==> config.mk <==
export PLATFORM = sky130hd
export DESIGN_NAME = room_allocator_with_delay_top
export DESIGN_NICKNAME = d
export VERILOG_FILES = /design/src/hw/rtl/rma_pkg.sv /design/src/hw/rtl/rma_ram.sv /design/src/hw/rtl/rma_scan.sv /design/src/hw/rtl/rma_ctrl.sv /design/src/hw/rtl/room_allocator_with_delay_top.sv
export SDC_FILE = /design/constraint.sdc
export NUM_CORES = 2
export LEC_CHECK = 0
export BUFFER_PORTS_ARGS = -buffer_cell sky130_fd_sc_hd__buf_2
export CORE_MARGIN = 8
export CORE_UTILIZATION = 55
export CTS_BUF_LIST = sky130_fd_sc_hd__clkbuf_2 sky130_fd_sc_hd__clkbuf_4 sky130_fd_sc_hd__clkbuf_8
export DETAILED_ROUTE_END_ITERATION = 7
export GPL_ROUTABILITY_DRIVEN = 0
export PLACE_DENSITY = 0.69
export SYNTH_ARGS = -nofsm -noshare
export SYNTH_HDL_FRONTEND = slang
export SYNTH_SLANG_ARGS = --single-unit
==> constraint.sdc <==
create_clock -name clk_i -period 18.7 [get_ports clk_i]
set_clock_uncertainty 0.05 [all_clocks]
set_input_delay 3.74 -clock clk_i [delete_from_list [all_inputs] [get_ports clk_i]]
set_output_delay 3.74 -clock clk_i [all_outputs]
set_load 0.05 [all_outputs]
==> src/hw/rtl/rma_pkg.sv <==
package rma_pkg;

  // Default room count and the fixed field widths of the block.
  localparam int ROOMS_DEF = 16;
  localparam int TIME_W    = 32;
  localparam int FIN_W     = 48;
  localparam int BK_W      = 20;
  localparam int CFG_W     = 5;
  localparam int ROOM_W    = 4;
  localparam int PADDR_W   = 2;
  localparam int PDATA_W   = 32;

  localparam logic [CFG_W-1:0]   ROOMS_RST   = 5'd16;
  localparam logic [PADDR_W-1:0] ADDR_ROOMS  = 2'd0;
  localparam logic [FIN_W-1:0]   FINISH_MAX  = {FIN_W{1'b1}};
  localparam logic [BK_W-1:0]    COUNT_MAX   = {BK_W{1'b1}};

  typedef enum logic [1:0] {
    ST_IDLE,
    ST_SCAN,
    ST_UPDATE
  } state_e;

  // Control from the sequencer to the scan unit.
  typedef struct packed {
    logic init;   // a new item was taken: forget the previous search
    logic eval;   // the entry read last cycle is at the RAM output
    logic first;  // that entry is room zero
  } scan_ctl_t;

endpackage

==> src/hw/rtl/rma_ram.sv <==
module rma_ram #(
  parameter int WIDTH = 8,
  parameter int DEPTH = 16,
  parameter int ADDR_W = (DEPTH > 1) ? $clog2(DEPTH) : 1
) (
  input  logic              clk_i,
  input  logic              we_i,
  input  logic [ADDR_W-1:0] waddr_i,
  input  logic [WIDTH-1:0]  wdata_i,
  input  logic              re_i,
  input  logic [ADDR_W-1:0] raddr_i,
  output logic [WIDTH-1:0]  rdata_o
);

  logic [WIDTH-1:0] mem_q [DEPTH];
  logic [WIDTH-1:0] rdata_q;

  always_ff @(posedge clk_i) begin
    if (we_i) begin
      mem_q[waddr_i] <= wdata_i;
    end
    if (re_i) begin
      rdata_q <= mem_q[raddr_i];
    end
  end

  assign rdata_o = rdata_q;

endmodule

==> src/hw/rtl/rma_scan.sv <==
module rma_scan #(
  parameter int IDX_W = 4
) (
  input  logic                     clk_i,
  input  logic                     rst_ni,
  input  rma_pkg::scan_ctl_t       ctl_i,
  input  logic [IDX_W-1:0]         idx_i,
  input  logic [rma_pkg::TIME_W-1:0] start_i,
  input  logic                     entry_valid_i,
  input  logic [rma_pkg::FIN_W-1:0] fin_i,
  input  logic [rma_pkg::BK_W-1:0] bk_i,
  output logic                     found_o,
  output logic [IDX_W-1:0]         room_o,
  output logic [rma_pkg::BK_W-1:0] bk_o,
  output logic [rma_pkg::FIN_W-1:0] min_fin_o
);

  import rma_pkg::*;

  logic              found_q, found_d;
  logic [IDX_W-1:0]  free_room_q, free_room_d;
  logic [BK_W-1:0]   free_bk_q, free_bk_d;
  logic [FIN_W-1:0]  min_fin_q, min_fin_d;
  logic [IDX_W-1:0]  min_room_q, min_room_d;
  logic [BK_W-1:0]   min_bk_q, min_bk_d;
  logic [FIN_W-1:0]  fin;
  logic [BK_W-1:0]   bk;
  logic              is_free;
  logic              is_less;

  // Entries never written since the last clear read as zero.
  assign fin     = entry_valid_i ? fin_i : '0;
  assign bk      = entry_valid_i ? bk_i : '0;
  assign is_free = fin <= FIN_W'(start_i);
  assign is_less = ctl_i.first || (fin < min_fin_q);

  always_comb begin
    found_d     = found_q;
    free_room_d = free_room_q;
    free_bk_d   = free_bk_q;
    min_fin_d   = min_fin_q;
    min_room_d  = min_room_q;
    min_bk_d    = min_bk_q;
    if (ctl_i.init) begin
      found_d = 1'b0;
    end else if (ctl_i.eval) begin
      if (!found_q && is_free) begin
        found_d     = 1'b1;
        free_room_d = idx_i;
        free_bk_d   = bk;
      end
      if (is_less) begin
        min_fin_d  = fin;
        min_room_d = idx_i;
        min_bk_d   = bk;
      end
    end
  end

  always_ff @(posedge clk_i or negedge rst_ni) begin
    if (!rst_ni) begin
      found_q <= 1'b0;
    end else begin
      found_q <= found_d;
    end
  end

  always_ff @(posedge clk_i) begin
    free_room_q <= free_room_d;
    free_bk_q   <= free_bk_d;
    min_fin_q   <= min_fin_d;
    min_room_q  <= min_room_d;
    min_bk_q    <= min_bk_d;
  end

  assign found_o   = found_q;
  assign room_o    = found_q ? free_room_q : min_room_q;
  assign bk_o      = found_q ? free_bk_q : min_bk_q;
  assign min_fin_o = min_fin_q;

endmodule

==> src/hw/rtl/rma_ctrl.sv <==
module rma_ctrl #(
  parameter int IDX_W = 4,
  parameter int CNT_W = 5
) (
  input  logic               clk_i,
  input  logic               rst_ni,
  input  logic               accept_i,
  input  logic [CNT_W-1:0]   n_active_i,
  input  logic               out_free_i,
  output logic               ready_o,
  output logic               rd_en_o,
  output logic [IDX_W-1:0]   rd_addr_o,
  output logic [IDX_W-1:0]   eval_idx_o,
  output rma_pkg::scan_ctl_t scan_o,
  output logic               commit_o
);

  import rma_pkg::*;

  state_e            state_q, state_d;
  logic [CNT_W-1:0]  rd_cnt_q, rd_cnt_d;
  logic              pend_q, pend_d;
  logic [IDX_W-1:0]  pend_idx_q, pend_idx_d;
  logic              issue;

  assign issue = (state_q == ST_SCAN) && (rd_cnt_q < n_active_i);

  // Next state.
  always_comb begin
    state_d = state_q;
    case (state_q)
      ST_IDLE: begin
        if (accept_i) begin
          state_d = ST_SCAN;
        end
      end
      ST_SCAN: begin
        if ((rd_cnt_q == n_active_i) && pend_q) begin
          state_d = ST_UPDATE;
        end
      end
      ST_UPDATE: begin
        if (out_free_i) begin
          state_d = ST_IDLE;
        end
      end
      default: state_d = ST_IDLE;
    endcase
  end

  // Read counter and the registered index that follows the RAM read.
  always_comb begin
    rd_cnt_d   = rd_cnt_q;
    pend_d     = 1'b0;
    pend_idx_d = pend_idx_q;
    if (accept_i) begin
      rd_cnt_d = '0;
    end else if (issue) begin
      rd_cnt_d   = rd_cnt_q + CNT_W'(1);
      pend_d     = 1'b1;
      pend_idx_d = rd_cnt_q[IDX_W-1:0];
    end
  end

  // Outputs.
  always_comb begin
    ready_o     = (state_q == ST_IDLE);
    rd_en_o     = issue;
    rd_addr_o   = rd_cnt_q[IDX_W-1:0];
    eval_idx_o  = pend_idx_q;
    scan_o.init = accept_i;
    scan_o.eval = (state_q == ST_SCAN) && pend_q;
    scan_o.first = (pend_idx_q == '0);
    commit_o    = (state_q == ST_UPDATE) && out_free_i;
  end

  always_ff @(posedge clk_i or negedge rst_ni) begin
    if (!rst_ni) begin
      state_q  <= ST_IDLE;
      rd_cnt_q <= '0;
      pend_q   <= 1'b0;
    end else begin
      state_q  <= state_d;
      rd_cnt_q <= rd_cnt_d;
      pend_q   <= pend_d;
    end
  end

  always_ff @(posedge clk_i) begin
    pend_idx_q <= pend_idx_d;
  end

endmodule

==> src/hw/rtl/room_allocator_with_delay_top.sv <==
// Room allocator with delayed meetings. Each input item is a meeting request
// (start, end) and each gives exactly one result item: the room granted and
// the lowest-indexed most-booked room so far; tlast on the result echoes
// tlast on the request, and after a request marked last all room state
// returns to its reset value. The first room whose finish time is at or
// before the start takes the request and finishes at end; if none is free,
// the earliest-finishing room (lowest index on a tie) takes it and its
// finish time grows by the meeting length, saturating at 2^48 - 1. The
// result becomes valid after a scan over the n active rooms, in which the
// single read port of the room memory feeds one entry per cycle into a
// shared compare unit, and an update state that writes the chosen room
// back. The block is ready again as the result is registered, so a new
// item is taken only after the previous one has been written back. The
// update state waits while an earlier result sits unread in the output
// register and is not being taken that cycle.
// Input ready is high only while the block is idle, but a finished result
// waits in its own output register, so the next item is taken while the
// previous result is still unread.
// The room memory needs no clearing pass: per-room valid bits, cleared at
// reset and after each last item, make unwritten rooms read as empty.
module room_allocator_with_delay_top #(
  parameter int ROOMS = rma_pkg::ROOMS_DEF
) (
  input  logic                         clk_i,
  input  logic                         rst_ni,
  // Request stream.
  input  logic                         s_axis_tvalid,
  output logic                         s_axis_tready,
  input  logic [63:0]                  s_axis_tdata,  // start_time, end_time
  input  logic                         s_axis_tlast,  // last
  // Result stream.
  output logic                         m_axis_tvalid,
  input  logic                         m_axis_tready,
  output logic [7:0]                   m_axis_tdata,  // assigned_room, most_booked_room
  output logic                         m_axis_tlast,  // batch_end
  // Configuration port.
  input  logic                         psel,
  input  logic                         penable,
  input  logic                         pwrite,
  input  logic [rma_pkg::PADDR_W-1:0]  paddr,
  input  logic [rma_pkg::PDATA_W-1:0]  pwdata,
  output logic [rma_pkg::PDATA_W-1:0]  prdata,
  output logic                         pready
);

  import rma_pkg::*;

  localparam int IDX_W = (ROOMS > 1) ? $clog2(ROOMS) : 1;
  localparam int CNT_W = $clog2(ROOMS + 1);
  localparam int EXT_W = (IDX_W > ROOM_W) ? IDX_W : ROOM_W;
  localparam int ENT_W = FIN_W + BK_W;

  // Configuration register.
  logic [CFG_W-1:0] rooms_q;
  logic             cfg_wr;
  logic [CNT_W-1:0] n_active;

  assign pready = 1'b1;
  assign cfg_wr = psel && penable && pwrite && pready && (paddr == ADDR_ROOMS);
  assign prdata = (paddr == ADDR_ROOMS) ? PDATA_W'(rooms_q) : '0;

  always_ff @(posedge clk_i or negedge rst_ni) begin
    if (!rst_ni) begin
      rooms_q <= ROOMS_RST;
    end else if (cfg_wr) begin
      rooms_q <= pwdata[CFG_W-1:0];
    end
  end

  // A count of zero acts as one room; counts above the room store clamp.
  always_comb begin
    if (rooms_q == '0) begin
      n_active = CNT_W'(1);
    end else if (int'(rooms_q) >= ROOMS) begin
      n_active = CNT_W'(ROOMS);
    end else begin
      n_active = CNT_W'(rooms_q);
    end
  end

  // Request capture.
  logic              in_accept;
  logic [TIME_W-1:0] start_q;
  logic [TIME_W-1:0] end_q;
  logic              last_q;

  assign in_accept = s_axis_tvalid && s_axis_tready;

  always_ff @(posedge clk_i) begin
    if (in_accept) begin
      start_q <= s_axis_tdata[TIME_W-1:0];
      end_q   <= s_axis_tdata[2*TIME_W-1:TIME_W];
      last_q  <= s_axis_tlast;
    end
  end

  // Sequencer.
  logic             out_valid_q, out_valid_d;
  logic             out_free;
  logic             rd_en;
  logic [IDX_W-1:0] rd_addr;
  logic [IDX_W-1:0] eval_idx;
  scan_ctl_t        scan_ctl;
  logic             commit;

  assign out_free = !out_valid_q || m_axis_tready;

  rma_ctrl #(
    .IDX_W(IDX_W),
    .CNT_W(CNT_W)
  ) u_ctrl (
    .clk_i      (clk_i),
    .rst_ni     (rst_ni),
    .accept_i   (in_accept),
    .n_active_i (n_active),
    .out_free_i (out_free),
    .ready_o    (s_axis_tready),
    .rd_en_o    (rd_en),
    .rd_addr_o  (rd_addr),
    .eval_idx_o (eval_idx),
    .scan_o     (scan_ctl),
    .commit_o   (commit)
  );

  // Room store: finish time in the low bits, booking count above it.
  logic [ENT_W-1:0] rd_data;
  logic [ENT_W-1:0] wr_data;
  logic [IDX_W-1:0] room;
  logic [ROOMS-1:0] valid_q, valid_d;

  rma_ram #(
    .WIDTH(ENT_W),
    .DEPTH(ROOMS),
    .ADDR_W(IDX_W)
  ) u_ram (
    .clk_i   (clk_i),
    .we_i    (commit),
    .waddr_i (room),
    .wdata_i (wr_data),
    .re_i    (rd_en),
    .raddr_i (rd_addr),
    .rdata_o (rd_data)
  );

  // Shared compare unit walking the active rooms.
  logic             found;
  logic [BK_W-1:0]  room_bk;
  logic [FIN_W-1:0] min_fin;

  rma_scan #(
    .IDX_W(IDX_W)
  ) u_scan (
    .clk_i         (clk_i),
    .rst_ni        (rst_ni),
    .ctl_i         (scan_ctl),
    .idx_i         (eval_idx),
    .start_i       (start_q),
    .entry_valid_i (valid_q[eval_idx]),
    .fin_i         (rd_data[FIN_W-1:0]),
    .bk_i          (rd_data[ENT_W-1:FIN_W]),
    .found_o       (found),
    .room_o        (room),
    .bk_o          (room_bk),
    .min_fin_o     (min_fin)
  );

  // Update of the chosen room. A delayed meeting adds its length to the
  // earliest finish time, saturating; a free room simply takes the end time.
  logic [TIME_W-1:0] mtg_len;
  logic [FIN_W:0]    fin_sum;
  logic [FIN_W-1:0]  new_fin;
  logic [BK_W-1:0]   new_bk;
  logic [BK_W-1:0]   best_count_q, best_count_d;
  logic [IDX_W-1:0]  best_room_q, best_room_d;
  logic              better;
  logic [IDX_W-1:0]  best_next;

  assign mtg_len = (end_q > start_q) ? (end_q - start_q) : '0;
  assign fin_sum = {1'b0, min_fin} + (FIN_W + 1)'(mtg_len);
  assign new_fin = found ? FIN_W'(end_q) :
                   (fin_sum[FIN_W] ? FINISH_MAX : fin_sum[FIN_W-1:0]);
  assign new_bk  = (room_bk == COUNT_MAX) ? room_bk : room_bk + BK_W'(1);
  assign wr_data = {new_bk, new_fin};

  assign better = (new_bk > best_count_q) ||
                  ((new_bk == best_count_q) && (room < best_room_q));
  assign best_next = better ? room : best_room_q;

  always_comb begin
    valid_d      = valid_q;
    best_count_d = best_count_q;
    best_room_d  = best_room_q;
    if (commit) begin
      if (last_q) begin
        valid_d      = '0;
        best_count_d = '0;
        best_room_d  = '0;
      end else begin
        valid_d[room] = 1'b1;
        if (better) begin
          best_count_d = new_bk;
          best_room_d  = room;
        end
      end
    end
  end

  always_ff @(posedge clk_i or negedge rst_ni) begin
    if (!rst_ni) begin
      valid_q      <= '0;
      best_count_q <= '0;
      best_room_q  <= '0;
    end else begin
      valid_q      <= valid_d;
      best_count_q <= best_count_d;
      best_room_q  <= best_room_d;
    end
  end

  // Result register; room indices are reported in four bits.
  logic [EXT_W-1:0]  room_ext;
  logic [EXT_W-1:0]  best_ext;
  logic [ROOM_W-1:0] out_room_q;
  logic [ROOM_W-1:0] out_best_q;
  logic              out_last_q;

  assign room_ext = EXT_W'(room);
  assign best_ext = EXT_W'(best_next);

  always_comb begin
    out_valid_d = out_valid_q;
    if (commit) begin
      out_valid_d = 1'b1;
    end else if (m_axis_tready) begin
      out_valid_d = 1'b0;
    end
  end

  always_ff @(posedge clk_i or negedge rst_ni) begin
    if (!rst_ni) begin
      out_valid_q <= 1'b0;
    end else begin
      out_valid_q <= out_valid_d;
    end
  end

  always_ff @(posedge clk_i) begin
    if (commit) begin
      out_room_q <= room_ext[ROOM_W-1:0];
      out_best_q <= best_ext[ROOM_W-1:0];
      out_last_q <= last_q;
    end
  end

  assign m_axis_tvalid = out_valid_q;
  assign m_axis_tdata  = {out_best_q, out_room_q};
  assign m_axis_tlast  = out_last_q;

endmodule
# Word level (Yosys, flattened, before mapping)
# Memory sizes are Yosys's and may differ from the RTL's. A register that Yosys moved wholly into a read port is not among the register bits.
# Cells that the tools add are included.
# W data, S select, Z words.
word_totals:
  ff_bits: 229
  ramBits: 1088
  inputBits: 106
  word_cells: 112
  memories: 1
memory_table:
  columns: ["name", "depth", "width", "read_ports", "rd_clocked_by_memory_dff", "write_ports", "line", "source"]
  rows:
  - ["u_ram.mem_q", 16, 68, 1, 1, 1, "rma_ram.sv:15", "logic [WIDTH-1:0] mem_q [DEPTH];"]
op_classes:
  add_sub_neg: 4
  n_lt_le_gt_ge: 10
  n_eq_ne: 8
  muxes: 35
  n_bitwise: 2
  n_reduce_logical: 31
ops:
  columns: ["cell", "count"]
  rows:
  - ["$mux W48", 3]
  - ["$mux W20", 5]
  - ["$add A48 B32 Y49", 1]
  - ["$le A48 B32 Y1", 1]
  - ["$lt A48 B48 Y1", 1]
  - ["$gt A32 B32 Y1", 1]
  - ["$mux W32", 1]
  - ["$sub A32 B32 Y32", 1]
  - ["$mux W5", 5]
  - ["$add A20 B1 Y20 const B", 1]
  - ["$eq A20 B20 Y1", 1]
  - ["$eq A20 B20 Y1 const B", 1]
  - ["$gt A20 B20 Y1", 1]
  - ["$mux W16", 1]
  - ["$or A16 B16 Y16", 1]
  - ["$mux W4", 3]
  - ["$logic_and A1 B1 Y1", 11]
  - ["$mux W1", 11]
  - ["$lt A4 B5 Y1 const B", 2]
  - ["$reduce_bool A2 Y1", 5]
  - ["$reduce_and A3 Y1", 3]
  - ["$mux W2", 3]
  - ["$pmux W2 S3", 1]
  - ["$reduce_and A2 Y1", 3]
  - ["18 further kinds", 23]

# Longest topological paths before layout
logic_depth:
  depth_word: 8
  depth_mapped: 24

# Modules after synthesis
# Synthesis repeated with hierarchy kept, for this count alone.
hier_totals:
  hier_cells: 3438
  area_unflattened_um2: 59185.5
modules_own_cells:
  columns: ["mod", "instances", "cells_each", "area_per_inst_um2", "seq_area_each_um2"]
  rows:
  - ["rma_ram", 1, 1750, 42660.9, 34713.3]
  - ["room_allocator_with_delay_top", 1, 1129, 10072.2, 3374.5]
  - ["rma_scan", 1, 489, 5740.5, 2907.8]
  - ["rma_ctrl", 1, 70, 711.9, 320.3]

# Least setup slack after synthesis
# No wires, ideal clock.
synth_timing:
  path_type: "reg2reg"
  from: "reg u_ctrl.rd_cnt_q[0]"
  to: "reg u_ctrl.rd_cnt_q[3]"
  t_arrival_ns: 9.976
  t_required_ns: 18.422
  setup_slack_ns: 8.446
  stages_incl_launch_ff: 13
  synth_period_minus_slack_ns: 10.254
  cell_sequence: "dfrtp_1 > clkbuf_1 > clkbuf_1 > buf_1 > inv_1 > ha_1 > inv_1 > a21oi_1 > o22ai_1 > nor4b_1 > nand4_1 > xor2_1 > nor2_1"
synth_via:
  elab_chain_cells: 3
  word_cells_on_any_way: 6
  cone_classes: "1 x add/sub; 1 x order compare; 2 x mux; 2 x reduce/logical"
synth_rtl:
  columns: ["element", "line", "source"]
  rows:
  - ["from (decl)", "rma_ctrl.sv:21", "logic [CNT_W-1:0] rd_cnt_q, rd_cnt_d;"]
  - ["from (signal assigned)", "rma_ctrl.sv:84", "rd_cnt_q <= rd_cnt_d;"]
  - ["$lt A5 B5 Y1", "rma_ctrl.sv:26", "assign issue = (state_q == ST_SCAN) && (rd_cnt_q < n_active_i);"]
  - ["$logic_and A1 B1 Y1", "rma_ctrl.sv:26", null]
  - ["via rd_en", "room_allocator_with_delay_top.sv:100", "logic rd_en;"]
  - ["$reduce_bool A2 Y1 (no line)", null, null]
# The timed path passes the listed nets, and every way through them passes these cells. The select of a mux whose other input is x is not followed.
# A chain may end at the register's enable or synchronous reset.

# Worst setup path after layout
layout_timing:
  from: "reg end_q[0]"
  to: "mem u_ram.mem_q[12][2] in the netlist's numbering, data pin"
layout_via:
  elab_chain_cells: 5
  word_cells_on_any_way: 6
  cone_classes: "2 x add/sub; 1 x order compare; 3 x mux"
layout_rtl:
  columns: ["element", "line", "source"]
  rows:
  - ["from (decl)", "room_allocator_with_delay_top.sv:84", "logic [TIME_W-1:0] end_q;"]
  - ["from (signal assigned)", "room_allocator_with_delay_top.sv:92", "end_q <= s_axis_tdata[2*TIME_W-1:TIME_W];"]
  - ["$sub A32 B32 Y32 / $gt A32 B32 Y1 (equally long branches)", "room_allocator_with_delay_top.sv:178", "assign mtg_len = (end_q > start_q) ? (end_q - start_q) : '0;"]
  - ["$mux W32 *", "room_allocator_with_delay_top.sv:178", null]
  - ["$add A48 B32 Y49 *", "room_allocator_with_delay_top.sv:179", "assign fin_sum = {1'b0, min_fin} + (FIN_W + 1)'(mtg_len);"]
  - ["$mux W48 *", "room_allocator_with_delay_top.sv:181", "(fin_sum[FIN_W] ? FINISH_MAX : fin_sum[FIN_W-1:0]);"]
  - ["$mux W48 *", "room_allocator_with_delay_top.sv:180", "assign new_fin = found ? FIN_W'(end_q) :"]
  - ["via new_fin[2]", "room_allocator_with_delay_top.sv:171", "logic [FIN_W-1:0] new_fin;"]
  - ["to (decl)", "rma_ram.sv:15", null]
# The timed path passes the listed nets; every way through them passes the cells marked *.

==> impl_metrics.ini <==
[sta]
setup_repair_after_global_routing_missed_its_margin = no
whs_ps = 437
report.final.slew_viol_count = 0
maxClockFrequency_ghz = 0.117
fin_ws_ps = 10150
setup-violations-final = 0
timing.final.hold_violations = 0
fin_crit_ps = 8550
final.setup.tns_ps = 0
min_period_over_period_pct = 45.7
worstMarginPinSlew_ps = 1380
max-slew-margin-rel_pct = 7.53

[worst_setup_path]
critical_path.top_delay_family = compound AO/OA/AOI/OAI gates
path_depth_of_the_worst_reg2reg_path = 22
critical_path_arrival_ps = 8980
timing.critical_path.from_type = flip-flop
critical_path_cell_count = 22
timing.critical_path.to_type = flip-flop
worst_ep_required_time_ps = 19130
crit_chain = inv_1 -> ha_1 -> fa_1 -> nand2b_1 -> a21oi_1 -> o311a_1 -> o21ai_1 -> o31ai_2 -> o21ai_0 -> a21o_1 -> nor2_1 -> ha_1 -> inv_1 -> fa_1 -> nor2b_1 -> o311ai_1 -> a31o_2 -> o21ai_1 -> a31oi_1 -> o31ai_4 -> nand2_1 -> a31oi_1
timing.critical_path.buf_inv = 2
timing_worst_setup_path_type = reg -> reg
max_stage_delay_ps = 1220
path_max_fanout = 16
crit_path_top_delay_cell = a31oi_1

[synth]
synth.ff_latch_count = 1385
synth-simple-area-share_pct = 4.28
synth_fa_ha_area_share_pct = 3.74
synth_xor_area_share_pct = 0.892
syn_area_per_cell_um2 = 18.4
synth.distinct_cells = 83
synth.cell_area_um2 = 58900
synth_top_area_cell = edfxtp_1
yosysSeqAreaShare_pct = 70.1
synthTopCellsByArea = edfxtp_1 68%, mux4_2 13%, ha_1 3.7%, dfrtp_1 2.3%, a21oi_1 0.98%
synth.area.mux_share_pct = 13.8
yosys_warnings = 0
syn_inst = 3203
synth.top_cell.area_share_pct = 67.8
dominant_combinational_cell_family_by_area_after_synthesis = multiplexers
synth-compound-area-share_pct = 5.09
async_reset_ff_share_pct = 3.97
synth-edff-count = 1330
yosys_most_used_dff = edfxtp_1

[final_layout]
finalNonFillerCells = 5055
post_layout_utilization_of_the_core_pct = 61.7
area.growth.synth_to_final_pct = 11.7
post_route_cells_drive_above_1_share_pct = 25.4
layout.nets = 3753

[die]
die_w_um = 343
design.portCount = 150
die-area_um2 = 118000
placeableCoreArea_um2 = 107000
initial_utilization_pct = 55.2
floorplan.rows = 120
die_y_extent_um = 343

[clocking]
cts_num_sinks = 1385
cts_tree = built
cts_hold_buffers = 0
cts_htree_levels = 4
clock_tree.root_cell = clkbuf_8
numCtsBuffers = 214
max_root_sink_buffers = 3
post-cts-setup-buffer-count = 0
clock_insertion_delay_worst_skew_ps = 870
clkSlewWorstSetupHoldPaths_ps = 60
post_cts_resize_count = 0

[routing]
route.vias.total = 31800
vias_per_cell = 6.28
firstDrtPassIters = 5
drt-initial-drc-count = 3168
final_antenna_net_count = 0
final_routed_wirelength_um = 138000
drc_errors = 0
routedWlPerCell_um = 27.4

[grt]
grt_remaining_overflow = 0
number_of_global_route_vias_before_repair = 33300
grt_util_all_layers_pct = 23.5
grt_antenna_before_repair = 3
global_route_wire_length_before_repair_um = 206000
maximum_number_of_pins_on_one_net_before_global_route_repair = 165

[run]
drv_cap = 0

[power_and_ir_drop]
cell_internal_pwr_uw = 7340
vdd_drop_max_uv = 136
power_frac_seq_pct = 41.7
power.share.combinational_pct = 35.1
netSwitchingPower_uw = 3750
clockPowerShare_pct = 23.3
proportion_of_total_power_due_to_net_switching_pct = 33.8
power.density_nw_per_um2 = 169
power.static_leakage_uw = 0.0227

[worst_hold_path]
worst_hold_path_type = reg -> reg
hold-path-cell-count = 1

[placed_design]
io_buffer_count = 94
hpwl_um = 79700
place_inst = 4658
place_worst_setup_slack_ps = 10300

[run_status]
run_status = finished clean
[cell families (layout without fill, tap and decap cells)]
group,after synthesis,in the layout
AOI/OAI and AO/OA,438,438
xor gates and xnor gates,60,60
adders and majority gates,175,175
buffers and inverters,285,706
DFF,1385,1385
muxes,382,382
other,2,30
and+or+nand+nor,476,476
[cell usage in the layout, fill, tap and decap left out, types with 15 or more instances in the layout]
cell type	n
edfxtp_1	1330
and2_1	81
xnor2_1	24
a2bb2oi_1	27
clkinv_2	26
clkinv_1	59
nand2b_1	17
o21ai_0	56
nor2_4	16
dfrtp_1	49
nand4_1	43
mux4_2	345
nor3_1	31
inv_1	131
nand3_1	33
mux2i_1	21
clkbuf_8	219
and3_1	15
a22o_1	23
conb_1	28
o21a_1	34
mux2_2	16
xor2_1	36
nor2_1	85
buf_4	85
buf_2	94
a31oi_1	16
a21oi_1	115
clkbuf_4	60
a21o_1	49
nand2_1	83
nor2b_1	16
ha_1	173
[through the flow]
stage	total power, uW	area (um^2)
floorplan	7350	59000
global placement	8390	61400
detailed placement	8560	61400
CTS	11100	65800
global route	11600	65800
finish	11100	65800
[registers in the layout (all words and copies together), names as in the netlist, 5 cells and up]
register          cells
u_ram.mem_q        1088
u_ram.rdata_o        68
u_scan.min_fin_o     48
end_q                32
start_q              32
best_count_q         20
u_scan.free_bk_q     20
u_scan.min_bk_q      20
valid_q              16
rooms_q               5
u_ctrl.rd_cnt_q       5
[cell type report]
class	instances	area [um^2]
sequential	1385	41300
fill	7383	40900
multi-input combinational	1559	16700
clock buffer	279	3460
tap	1403	1760
timing repair buffer	180	1130
clock inverter	115	961
inverter	132	495
antenna	2	5.00
[metal layers]
metal  vias up  share of wire, %  track usage, %
met5         -                 0               0
met4         0               2.7            7.72
met3       276               7.3            4.17
met2      1438                50            39.4
met1     16500                40            31.5
li1      13600                 -               -
[cell usage after synthesis, drive strengths merged, types with 5 or more instances]
master / n
a211o: 6
a211oi: 14
a21boi: 8
a21o: 49
a21oi: 118
a22o: 23
a2bb2oi: 28
a311oi: 8
a31o: 5
a31oi: 16
and2: 82
and3: 15
and3b: 5
buf: 64
clkbuf: 89
dfrtp: 54
edfxtp: 1330
ha: 173
inv: 131
mux2: 16
mux2i: 21
mux4: 345
nand2: 84
nand2b: 17
nand3: 34
nand3b: 8
nand4: 43
nor2: 101
nor2b: 16
nor3: 32
nor3b: 7
nor4: 12
o211a: 5
o211ai: 14
o21a: 34
o21ai: 60
o21bai: 8
o31ai: 8
or3: 7
xnor2: 24
xor2: 36
[path summary, 6_finish.rpt]
kind                                 endpoint  slack (ps)        start
max                        u_ram.mem_q[12][2]       10150     end_q[0]
min                               valid_q[14]         440  valid_q[14]
max reg2reg                u_ram.mem_q[12][2]       10150     end_q[0]
min in group asynchronous  u_ctrl.rd_cnt_q[2]        2980       rst_ni
min reg2reg                       valid_q[14]         440  valid_q[14]
max in group asynchronous  u_ctrl.rd_cnt_q[0]       15030       rst_ni
[power groups by stage]
stage | Sequential [uW] | Clock, uW | Combinational [uW]
2_1_floorplan | 4580 | 0 | 2770
3_3_place_gp | 4670 | 0 | 3720
3_5_place_dp | 4680 | 0 | 3880
4_1_cts | 4620 | 2630 | 3890
5_1_grt | 4650 | 2770 | 4220
6_report | 4620 | 2580 | 3890
No activity file was read; power rests on OpenSTA's default activity.
